--- src/design/h2r_pkg.sv ---
`timescale 1ns / 1ps
// ----------------------------------------------------------------------------
// h2r_pkg
// Shared widths, item types and codes for the hsv to rgb converter.
// ----------------------------------------------------------------------------
package h2r_pkg;

  localparam int HUE_W    = 11;
  localparam int CHAN_W   = 8;
  localparam int FRAC_W   = 8;
  localparam int SECT_W   = HUE_W - FRAC_W;
  localparam int PACK_W   = 3 * CHAN_W;
  localparam int FULL_W   = CHAN_W + FRAC_W;
  localparam int NUM_W    = 2 * CHAN_W;

  localparam logic [CHAN_W-1:0] CHAN_MAX = CHAN_W'((1 << CHAN_W) - 1);
  localparam logic [FRAC_W:0]   FRAC_ONE = (FRAC_W+1)'(1 << FRAC_W);
  localparam logic [FULL_W-1:0] FULL_SCALE =
    FULL_W'(((1 << CHAN_W) - 1) * (1 << FRAC_W));
  localparam logic [HUE_W-1:0]  HUE_CIRCLE = HUE_W'(6 * (1 << FRAC_W));
  localparam logic [SECT_W-1:0] SECT_COUNT = SECT_W'(6);

  localparam int QUEUE_DEPTH = 4;
  localparam int QPTR_W      = $clog2(QUEUE_DEPTH);

  typedef enum logic [1:0] {
    MODE_COLOR,
    MODE_GRAY,
    MODE_BLACK
  } mode_t;

  typedef struct packed {
    mode_t             mode;
    logic [SECT_W-1:0] sector;
    logic [FRAC_W-1:0] frac;
    logic [CHAN_W-1:0] sat;
    logic [CHAN_W-1:0] bri;
  } item_t;

endpackage

--- src/design/h2r_in_if.sv ---
`timescale 1ns / 1ps
// ----------------------------------------------------------------------------
// h2r_in_if
// Input channel: one hsv triple per transfer.
// ----------------------------------------------------------------------------
interface h2r_in_if;
  logic                       valid;
  logic                       ready;
  logic [h2r_pkg::HUE_W-1:0]  hue;
  logic [h2r_pkg::CHAN_W-1:0] saturation;
  logic [h2r_pkg::CHAN_W-1:0] brightness;

  modport source (output valid, hue, saturation, brightness, input ready);
  modport sink   (input valid, hue, saturation, brightness, output ready);
endinterface

--- src/design/h2r_out_if.sv ---
`timescale 1ns / 1ps
// ----------------------------------------------------------------------------
// h2r_out_if
// Result channel: one rgb color per transfer.
// ----------------------------------------------------------------------------
interface h2r_out_if;
  logic                       valid;
  logic                       ready;
  logic [h2r_pkg::CHAN_W-1:0] red;
  logic [h2r_pkg::CHAN_W-1:0] green;
  logic [h2r_pkg::CHAN_W-1:0] blue;
  logic [h2r_pkg::PACK_W-1:0] packed_color;

  modport source (output valid, red, green, blue, packed_color, input ready);
  modport sink   (input valid, red, green, blue, packed_color, output ready);
endinterface

--- src/design/h2r_front.sv ---
`timescale 1ns / 1ps
// ----------------------------------------------------------------------------
// h2r_front
// Takes input transfers, wraps the hue, splits sector and fraction and
// classifies each item as gray, black or color.
// ----------------------------------------------------------------------------
module h2r_front (
  input  logic           clk,
  input  logic           rst_n,
  h2r_in_if.sink         in_ch,
  output logic           item_vld,
  output h2r_pkg::item_t item,
  input  logic           item_rdy
);
  import h2r_pkg::*;

  logic              fr_vld_r, fr_vld_nxt;
  item_t             fr_item_r;
  item_t             cls;
  logic [HUE_W-1:0]  hue_w;
  logic              take;

  always_comb begin
    hue_w      = (in_ch.hue == HUE_CIRCLE) ? '0 : in_ch.hue;
    cls.sector = hue_w[HUE_W-1:FRAC_W];
    cls.frac   = hue_w[FRAC_W-1:0];
    cls.sat    = in_ch.saturation;
    cls.bri    = in_ch.brightness;
    if (in_ch.saturation == '0) begin
      cls.mode = MODE_GRAY;
    end else if (cls.sector >= SECT_COUNT) begin
      cls.mode = MODE_BLACK;
    end else begin
      cls.mode = MODE_COLOR;
    end
  end

  assign in_ch.ready = !fr_vld_r || item_rdy;
  assign take        = in_ch.valid && in_ch.ready;
  assign fr_vld_nxt  = take ? 1'b1 : (item_rdy ? 1'b0 : fr_vld_r);

  always_ff @(posedge clk) begin
    if (!rst_n) begin
      fr_vld_r <= 1'b0;
    end else begin
      fr_vld_r <= fr_vld_nxt;
    end
  end

  always_ff @(posedge clk) begin
    if (take) begin
      fr_item_r <= cls;
    end
  end

  assign item_vld = fr_vld_r;
  assign item     = fr_item_r;

endmodule

--- src/design/h2r_queue.sv ---
`timescale 1ns / 1ps
// ----------------------------------------------------------------------------
// h2r_queue
// Short first-in first-out queue of classified items between front and back.
// ----------------------------------------------------------------------------
module h2r_queue (
  input  logic           clk,
  input  logic           rst_n,
  input  logic           push_vld,
  input  h2r_pkg::item_t push_item,
  output logic           push_rdy,
  output logic           pop_vld,
  output h2r_pkg::item_t pop_item,
  input  logic           pop_rdy
);
  import h2r_pkg::*;

  item_t             mem_r [QUEUE_DEPTH];
  logic [QPTR_W-1:0] wr_ptr_r, wr_ptr_nxt;
  logic [QPTR_W-1:0] rd_ptr_r, rd_ptr_nxt;
  logic [QPTR_W:0]   cnt_r, cnt_nxt;
  logic              push, pop;

  assign push_rdy = (cnt_r != (QPTR_W+1)'(QUEUE_DEPTH));
  assign pop_vld  = (cnt_r != '0);
  assign push     = push_vld && push_rdy;
  assign pop      = pop_vld && pop_rdy;
  assign pop_item = mem_r[rd_ptr_r];

  always_comb begin
    wr_ptr_nxt = push ? wr_ptr_r + 1'b1 : wr_ptr_r;
    rd_ptr_nxt = pop ? rd_ptr_r + 1'b1 : rd_ptr_r;
    cnt_nxt    = cnt_r;
    if (push && !pop) begin
      cnt_nxt = cnt_r + 1'b1;
    end else if (pop && !push) begin
      cnt_nxt = cnt_r - 1'b1;
    end
  end

  always_ff @(posedge clk) begin
    if (!rst_n) begin
      wr_ptr_r <= '0;
      rd_ptr_r <= '0;
      cnt_r    <= '0;
    end else begin
      wr_ptr_r <= wr_ptr_nxt;
      rd_ptr_r <= rd_ptr_nxt;
      cnt_r    <= cnt_nxt;
    end
  end

  always_ff @(posedge clk) begin
    if (push) begin
      mem_r[wr_ptr_r] <= push_item;
    end
  end

endmodule

--- src/design/h2r_back.sv ---
`timescale 1ns / 1ps
// ----------------------------------------------------------------------------
// h2r_back
// Arithmetic pipeline: saturation terms, brightness products, divide by the
// channel maximum through an estimate and one correction, sector mapping.
// ----------------------------------------------------------------------------
module h2r_back (
  input  logic           clk,
  input  logic           rst_n,
  input  logic           item_vld,
  input  h2r_pkg::item_t item,
  output logic           item_rdy,
  h2r_out_if.source      out_ch
);
  import h2r_pkg::*;

  // stage 1: saturation terms
  logic              s1_vld_r;
  mode_t             s1_mode_r;
  logic [SECT_W-1:0] s1_sect_r;
  logic [CHAN_W-1:0] s1_bri_r;
  logic [CHAN_W-1:0] s1_msat_r;
  logic [FULL_W-1:0] s1_sf_r;
  logic [FULL_W-1:0] s1_sfc_r;
  // stage 2: brightness products, q and t already shifted down by FRAC_W bits
  logic              s2_vld_r;
  mode_t             s2_mode_r;
  logic [SECT_W-1:0] s2_sect_r;
  logic [CHAN_W-1:0] s2_bri_r;
  logic [NUM_W-1:0]  s2_np_r, s2_nq_r, s2_nt_r;
  // stage 3: quotient estimates
  logic              s3_vld_r;
  mode_t             s3_mode_r;
  logic [SECT_W-1:0] s3_sect_r;
  logic [CHAN_W-1:0] s3_bri_r;
  logic [NUM_W-1:0]  s3_xp_r, s3_xq_r, s3_xt_r;
  logic [CHAN_W-1:0] s3_ep_r, s3_eq_r, s3_et_r;
  // output register
  logic              out_vld_r;
  logic [CHAN_W-1:0] red_r, green_r, blue_r;

  logic              rdy_out, rdy3, rdy2, rdy1;
  logic [FULL_W:0]   sfc_full;
  logic [CHAN_W+FULL_W-1:0] prod_q, prod_t;
  logic [NUM_W-1:0]  prod_p;
  logic [CHAN_W-1:0] ep, eq, et;
  logic [CHAN_W-1:0] p_val, q_val, t_val;
  logic [CHAN_W-1:0] red_nxt, green_nxt, blue_nxt;

  // floor(x / CHAN_MAX) is est or est + 1
  function automatic logic [CHAN_W-1:0] div_est(input logic [NUM_W-1:0] x);
    logic [NUM_W:0] sum;
    sum = {1'b0, x} + (NUM_W+1)'(x >> CHAN_W);
    return sum[NUM_W-1:CHAN_W];
  endfunction

  function automatic logic [CHAN_W-1:0] div_fix(input logic [NUM_W-1:0] x,
                                                input logic [CHAN_W-1:0] e);
    logic [NUM_W-1:0] rem;
    rem = x - {e, {CHAN_W{1'b0}}} + NUM_W'(e);
    return (rem >= NUM_W'(CHAN_MAX)) ? e + 1'b1 : e;
  endfunction

  assign rdy_out  = !out_vld_r || out_ch.ready;
  assign rdy3     = !s3_vld_r || rdy_out;
  assign rdy2     = !s2_vld_r || rdy3;
  assign rdy1     = !s1_vld_r || rdy2;
  assign item_rdy = rdy1;

  assign sfc_full = (FULL_W+1)'(item.sat) * (FULL_W+1)'(FRAC_ONE - {1'b0, item.frac});
  assign prod_p   = NUM_W'(s1_bri_r) * NUM_W'(s1_msat_r);
  assign prod_q   = (CHAN_W+FULL_W)'(s1_bri_r) * (CHAN_W+FULL_W)'(FULL_SCALE - s1_sf_r);
  assign prod_t   = (CHAN_W+FULL_W)'(s1_bri_r) * (CHAN_W+FULL_W)'(FULL_SCALE - s1_sfc_r);

  assign ep = div_est(s2_np_r);
  assign eq = div_est(s2_nq_r);
  assign et = div_est(s2_nt_r);

  assign p_val = div_fix(s3_xp_r, s3_ep_r);
  assign q_val = div_fix(s3_xq_r, s3_eq_r);
  assign t_val = div_fix(s3_xt_r, s3_et_r);

  always_comb begin
    red_nxt   = '0;
    green_nxt = '0;
    blue_nxt  = '0;
    case (s3_mode_r)
      MODE_GRAY: begin
        red_nxt   = s3_bri_r;
        green_nxt = s3_bri_r;
        blue_nxt  = s3_bri_r;
      end
      MODE_COLOR: begin
        case (s3_sect_r)
          SECT_W'(0): begin red_nxt = s3_bri_r; green_nxt = t_val; blue_nxt = p_val; end
          SECT_W'(1): begin red_nxt = q_val; green_nxt = s3_bri_r; blue_nxt = p_val; end
          SECT_W'(2): begin red_nxt = p_val; green_nxt = s3_bri_r; blue_nxt = t_val; end
          SECT_W'(3): begin red_nxt = p_val; green_nxt = q_val; blue_nxt = s3_bri_r; end
          SECT_W'(4): begin red_nxt = t_val; green_nxt = p_val; blue_nxt = s3_bri_r; end
          SECT_W'(5): begin red_nxt = s3_bri_r; green_nxt = p_val; blue_nxt = q_val; end
          default: begin
            red_nxt   = '0;
            green_nxt = '0;
            blue_nxt  = '0;
          end
        endcase
      end
      default: begin
        red_nxt   = '0;
        green_nxt = '0;
        blue_nxt  = '0;
      end
    endcase
  end

  always_ff @(posedge clk) begin
    if (!rst_n) begin
      s1_vld_r  <= 1'b0;
      s2_vld_r  <= 1'b0;
      s3_vld_r  <= 1'b0;
      out_vld_r <= 1'b0;
    end else begin
      if (rdy1) begin
        s1_vld_r <= item_vld;
      end
      if (rdy2) begin
        s2_vld_r <= s1_vld_r;
      end
      if (rdy3) begin
        s3_vld_r <= s2_vld_r;
      end
      if (rdy_out) begin
        out_vld_r <= s3_vld_r;
      end
    end
  end

  always_ff @(posedge clk) begin
    if (rdy1 && item_vld) begin
      s1_mode_r <= item.mode;
      s1_sect_r <= item.sector;
      s1_bri_r  <= item.bri;
      s1_msat_r <= CHAN_MAX - item.sat;
      s1_sf_r   <= FULL_W'(item.sat) * FULL_W'(item.frac);
      s1_sfc_r  <= sfc_full[FULL_W-1:0];
    end
    if (rdy2 && s1_vld_r) begin
      s2_mode_r <= s1_mode_r;
      s2_sect_r <= s1_sect_r;
      s2_bri_r  <= s1_bri_r;
      s2_np_r   <= prod_p;
      // dividing by chan_max * 2^frac is a shift then a divide by chan_max
      s2_nq_r   <= prod_q[CHAN_W+FULL_W-1:FRAC_W];
      s2_nt_r   <= prod_t[CHAN_W+FULL_W-1:FRAC_W];
    end
    if (rdy3 && s2_vld_r) begin
      s3_mode_r <= s2_mode_r;
      s3_sect_r <= s2_sect_r;
      s3_bri_r  <= s2_bri_r;
      s3_xp_r   <= s2_np_r;
      s3_xq_r   <= s2_nq_r;
      s3_xt_r   <= s2_nt_r;
      s3_ep_r   <= ep;
      s3_eq_r   <= eq;
      s3_et_r   <= et;
    end
    if (rdy_out && s3_vld_r) begin
      red_r   <= red_nxt;
      green_r <= green_nxt;
      blue_r  <= blue_nxt;
    end
  end

  assign out_ch.valid        = out_vld_r;
  assign out_ch.red          = red_r;
  assign out_ch.green        = green_r;
  assign out_ch.blue         = blue_r;
  assign out_ch.packed_color = {red_r, green_r, blue_r};

endmodule

--- src/design/hsv_to_rgb_converter_top.sv ---
`timescale 1ns / 1ps
// ----------------------------------------------------------------------------
// hsv_to_rgb_converter_top
// Fixed-point hsv to rgb color conversion, one pixel per clock.
//
//   channel  direction  fields
//   in_ch    input      hue[10:0], saturation[7:0], brightness[7:0]
//   out_ch   output     red[7:0], green[7:0], blue[7:0], packed_color[23:0]
//
// One transfer per clock in and out when neither side stalls.
// A pixel passes through the front register, the queue, three arithmetic
// stages and the output register.
// Synchronous active-low reset clears all valid and pointer state.
// A stalled output backs up the pipeline, then the queue, then in_ch.ready.
// ----------------------------------------------------------------------------
module hsv_to_rgb_converter_top (
  input logic        clk,
  input logic        rst_n,
  h2r_in_if.sink     in_ch,
  h2r_out_if.source  out_ch
);
  import h2r_pkg::*;

  logic  fr_vld, fr_rdy;
  item_t fr_item;
  logic  q_vld, q_rdy;
  item_t q_item;

  h2r_front u_front (
    .clk      (clk),
    .rst_n    (rst_n),
    .in_ch    (in_ch),
    .item_vld (fr_vld),
    .item     (fr_item),
    .item_rdy (fr_rdy)
  );

  h2r_queue u_queue (
    .clk       (clk),
    .rst_n     (rst_n),
    .push_vld  (fr_vld),
    .push_item (fr_item),
    .push_rdy  (fr_rdy),
    .pop_vld   (q_vld),
    .pop_item  (q_item),
    .pop_rdy   (q_rdy)
  );

  h2r_back u_back (
    .clk      (clk),
    .rst_n    (rst_n),
    .item_vld (q_vld),
    .item     (q_item),
    .item_rdy (q_rdy),
    .out_ch   (out_ch)
  );

  // packed word always mirrors the channels
  a_packed_match: assert property (@(posedge clk) disable iff (!rst_n)
    out_ch.valid |-> out_ch.packed_color == {out_ch.red, out_ch.green, out_ch.blue})
    else $error("packed_color does not match channels");

  // black only for hue past the full circle
  a_black_sector: assert property (@(posedge clk) disable iff (!rst_n)
    (fr_vld && fr_item.mode == MODE_BLACK) |-> fr_item.sector >= SECT_COUNT)
    else $error("black item in a valid sector");

  // gray only for zero saturation
  a_gray_sat: assert property (@(posedge clk) disable iff (!rst_n)
    (fr_vld && fr_item.mode == MODE_GRAY) |-> fr_item.sat == '0)
    else $error("gray item with nonzero saturation");

  // reset empties the output
  a_reset_out: assert property (@(posedge clk)
    !rst_n |=> !out_ch.valid)
    else $error("output valid after reset");

endmodule

--- src/flat_wrapper.sv ---
// flat-port wrapper written by rule: the top's interface ports become plain ports
module hsv_to_rgb_converter_top_flat import h2r_pkg::*;
  (clk, rst_n, in_ch_valid, in_ch_hue, in_ch_saturation, in_ch_brightness, in_ch_ready, out_ch_valid, out_ch_red, out_ch_green, out_ch_blue, out_ch_packed_color, out_ch_ready);
  h2r_in_if in_ch_i ();
  h2r_out_if out_ch_i ();
  input logic clk;
  input logic rst_n;
  input wire logic [$bits(in_ch_i.valid)-1:0] in_ch_valid;
  input wire logic [$bits(in_ch_i.hue)-1:0] in_ch_hue;
  input wire logic [$bits(in_ch_i.saturation)-1:0] in_ch_saturation;
  input wire logic [$bits(in_ch_i.brightness)-1:0] in_ch_brightness;
  output wire logic [$bits(in_ch_i.ready)-1:0] in_ch_ready;
  output wire logic [$bits(out_ch_i.valid)-1:0] out_ch_valid;
  output wire logic [$bits(out_ch_i.red)-1:0] out_ch_red;
  output wire logic [$bits(out_ch_i.green)-1:0] out_ch_green;
  output wire logic [$bits(out_ch_i.blue)-1:0] out_ch_blue;
  output wire logic [$bits(out_ch_i.packed_color)-1:0] out_ch_packed_color;
  input wire logic [$bits(out_ch_i.ready)-1:0] out_ch_ready;
  assign in_ch_i.valid = in_ch_valid;
  assign in_ch_i.hue = in_ch_hue;
  assign in_ch_i.saturation = in_ch_saturation;
  assign in_ch_i.brightness = in_ch_brightness;
  assign in_ch_ready = in_ch_i.ready;
  assign out_ch_valid = out_ch_i.valid;
  assign out_ch_red = out_ch_i.red;
  assign out_ch_green = out_ch_i.green;
  assign out_ch_blue = out_ch_i.blue;
  assign out_ch_packed_color = out_ch_i.packed_color;
  assign out_ch_i.ready = out_ch_ready;
  hsv_to_rgb_converter_top u_core (.clk(clk), .rst_n(rst_n), .in_ch(in_ch_i), .out_ch(out_ch_i));
endmodule
--- config.mk ---
export PLATFORM = sky130hd
export DESIGN_NAME = hsv_to_rgb_converter_top_flat
export DESIGN_NICKNAME = d
export VERILOG_FILES = /design/src/design/h2r_pkg.sv /design/src/design/h2r_in_if.sv /design/src/design/h2r_out_if.sv /design/src/design/h2r_front.sv /design/src/design/h2r_queue.sv /design/src/design/h2r_back.sv /design/src/design/hsv_to_rgb_converter_top.sv /design/src/flat_wrapper.sv
export SDC_FILE = /design/constraint.sdc
export NUM_CORES = 2
export LEC_CHECK = 0
export BUFFER_PORTS_ARGS = -buffer_cell sky130_fd_sc_hd__buf_2
export CAP_MARGIN = 15
export CORE_MARGIN = 2
export CORE_UTILIZATION = 60
export CTS_CLUSTER_DIAMETER = 50
export DETAILED_ROUTE_END_ITERATION = 12
export PLACE_DENSITY_LB_ADDON = 0.15
export SLEW_MARGIN = 10
export SYNTH_ARGS = -nofsm -noshare
export SYNTH_HDL_FRONTEND = slang
export SYNTH_SLANG_ARGS = --single-unit
export TNS_END_PERCENT = 100
--- constraint.sdc ---
create_clock -name clk -period 17.3 [get_ports clk]
set_input_delay 3.46 -clock clk [delete_from_list [all_inputs] [get_ports clk]]
set_output_delay 3.46 -clock clk [all_outputs]
set_load 0.005 [all_outputs]
==> results.tsv <==
metric	value	unit
status	finished, final reports clean	
layout.nets	3848	
gr-total-overflow	0	
num_vias	21900	
synth_area_leaders	edfxtp_1 33%, fa_1 19%, ha_1 12%, inv_1 6.6%, xnor2_1 3.8%	
path_clk_slew	0.06	ns
post-cts-setup-buffers	0	
synth-compound-area-share	6.50	%
clock_latency	0.62	ns
grt_antenna_before_repair	0	
cts_tree	built	
avgSynthCellArea	10.6	um^2
yosys.area_share.simple	12.9	%
fin_cells	3927	
rows	86	
dp_cells	3834	
cts_sinks	381	
die_w	239	um
ys_seq_area_share	34.0	%
drt_iter0_markers	1324	
synth_mux_area_share	2.25	%
postCtsHoldBufs	0	
hold_viol	0	
fp.dieH	239	um
cp.required	17.64	ns
root_buffer	clkbuf_16	
max_freq	0.139	GHz
ys_ff_latch	381	
final_cell_mix	580 x inv_1, 367 x edfxtp_1, 319 x fa_1	
worstPathMaxFanout	35	
worst-r2r-setup-slack	10.10	ns
rsz0062_at_grt	no	
drcViolationCount	0	
routed_via_density	5.57	
dr.pass1.iters	7	
synth-xor-area-share	5.06	%
synth_area	33200	um^2
final_max_slew_viol_count	0	
initial_core_util	60.5	%
drive_above_1_share	7.82	%
syn_inst	3137	
grt_pass1_vias	23400	
period_minus_slack	7.20	ns
min_path_type	reg -> reg	
fin_skew	0.0434	ns
grt_first_pass_wirelength	119000	um
path_class	reg -> reg	
syn-num-nets	3802	
h-tree-depth	2	
synth-adder-area-share	31.1	%
end_kind	register	
slew_headroom	26.3	%
yosys.area.top_type	edfxtp_1	
routedWlPerCell	18.1	um
setup_viol	0	
tns	0	ns
synth_top_family_by_area	adder cells	
cts_resized	0	
final_antenna_net_count	0	
finalWirelength	71000	um
worst_pin_slew	1.10	ns
core_area	54900	um^2
yosys_warnings	0	
synth_top_area_share	33.2	%
crit_arrival	7.55	ns
synth-edff-count	367	
r2r_end	u_core.u_back.s1_sfc_r[15]	
cts_buffers	51	
pin_count	81	
synth_async_sr_flop_share	0	%
timing.final.crit_share	41.6	%
routabilityCongestion	0.947	
fp.dieArea	57300	um^2
antenna_cells	0	
endpoint	u_core.u_back.s1_sfc_r[15]	
start_kind	register	
grt_usage	26.2	%
cap_violations	0	
area_growth	8.14	%
portBuffers	80	
clock_path_buffers	3	
r2r_cells	25	
grt_max_degree	63	
ys_types	84	
layout.cells.most_common	inv_1	
place_hpwl	54600	um
yosys_most_used_dff	edfxtp_1	
## logic make-up (layout without fill, tap and decap cells)
group / Yosys count / after routing
and+or+nand+nor: 874 / 874
buffers and inverters: 693 / 779
adders and majority gates: 634 / 634
DFF: 381 / 381
muxes: 45 / 45
AOI/OAI and AO/OA: 318 / 318
xor gates and xnor gates: 192 / 192
## per-stage QoR
stage	utilization (%)	area, um^2	setup slack, ns	hold slack (ns)
final	65.5	35900	10.10	0.416
after global routing	65.5	35900	9.52	0.420
after CTS	65.5	35900	10.10	0.415
after detailed placement	62.3	34200	10.16	0.406
after global placement	62.3	34200	10.31	0.402
after floorplan	-	33200	6.93	0.400
## routing by layer
layer | routed length [um] | part of all wire (%) | GRT usage (%)
met3 | 2750 | 3.9 | 2.75
met1 | 29400 | 41 | 32.6
met4 | 2750 | 3.9 | 10.8
met5 | 0 | 0 | 0
met2 | 36100 | 51 | 46.9
## final cells by class
cell class,count,area (um^2)
Clock buffer,59,1320
Clock inverter,34,414
Fill cell,4290,19000
Inverter,587,2200
Multi-Input combinational cell,2063,19300
Sequential cell,381,11300
Tap cell,704,881
Timing Repair Buffer,99,543
## critical path: stages (launching register included)
cell and delay [ns]:
dfxtp_2 0.31, buf_4 0.52, mux2_2 0.40, o21ai_1 0.54
ha_1 0.45, nor3b_1 0.39, xnor2_1 0.25, nand2_1 0.14
fa_1 0.52, inv_1 0.05, fa_1 0.44, ha_1 0.28
inv_1 0.05, fa_1 0.52, inv_1 0.05, ha_1 0.26
a21o_1 0.18, a21oi_1 0.21, o21ai_0 0.10, a21oi_1 0.23
o21bai_1 0.09, a21oi_1 0.22, nor2b_1 0.07, o21a_1 0.18
o41ai_1 0.31, xnor2_1 0.11
## flip-flops by register name, indices dropped and copies added, names as in the netlist, 15 cells and up, named ones only
signal and flops:
u_core.u_queue.mem_r 116, u_core.u_front.item 29, u_core.u_back.s1_sf_r 16, u_core.u_back.s2_np_r 16
u_core.u_back.s2_nq_r 16, u_core.u_back.s2_nt_r 16, u_core.u_back.s3_xp_r 16, u_core.u_back.s3_xq_r 16
u_core.u_back.s3_xt_r 16, u_core.u_back.s1_sfc_r 15
## worst min path at each step
stage                                          start                         end  slack [ns]  cells after the start
after floorplan           u_core.u_back.s1_mode_r[0]  u_core.u_back.s2_mode_r[0]        0.40                      0
after global placement     u_core.u_back.s2_bri_r[7]   u_core.u_back.s3_bri_r[7]        0.40                      0
after detailed placement   u_core.u_back.s2_bri_r[2]   u_core.u_back.s3_bri_r[2]        0.41                      0
after CTS                  u_core.u_back.s2_bri_r[7]   u_core.u_back.s3_bri_r[7]        0.42                      0
after global routing       u_core.u_back.s2_bri_r[7]   u_core.u_back.s3_bri_r[7]        0.42                      0
final                      u_core.u_back.s2_bri_r[7]   u_core.u_back.s3_bri_r[7]        0.42                      0
## synth_stat cells, types with 13 or more instances
library cell / n
nand2b_1: 15
clkbuf_1: 74
o21a_1: 26
a21oi_1: 69
and3_1: 17
xnor2_1: 143
and2_1: 180
or3_1: 13
nand4_1: 20
edfxtp_1: 367
inv_1: 580
buf_4: 24
dfxtp_1: 14
nand3_1: 33
nor3_1: 39
o21ai_0: 55
fa_1: 319
nand2_1: 303
mux2i_1: 15
nor2_1: 168
mux4_2: 23
ha_1: 315
a21o_1: 36
nor2b_1: 35
xor2_1: 49
Power is left out: the tool's default activity adds up to more than one toggle a clock period on the data nets, which glitch-free logic cannot reach.
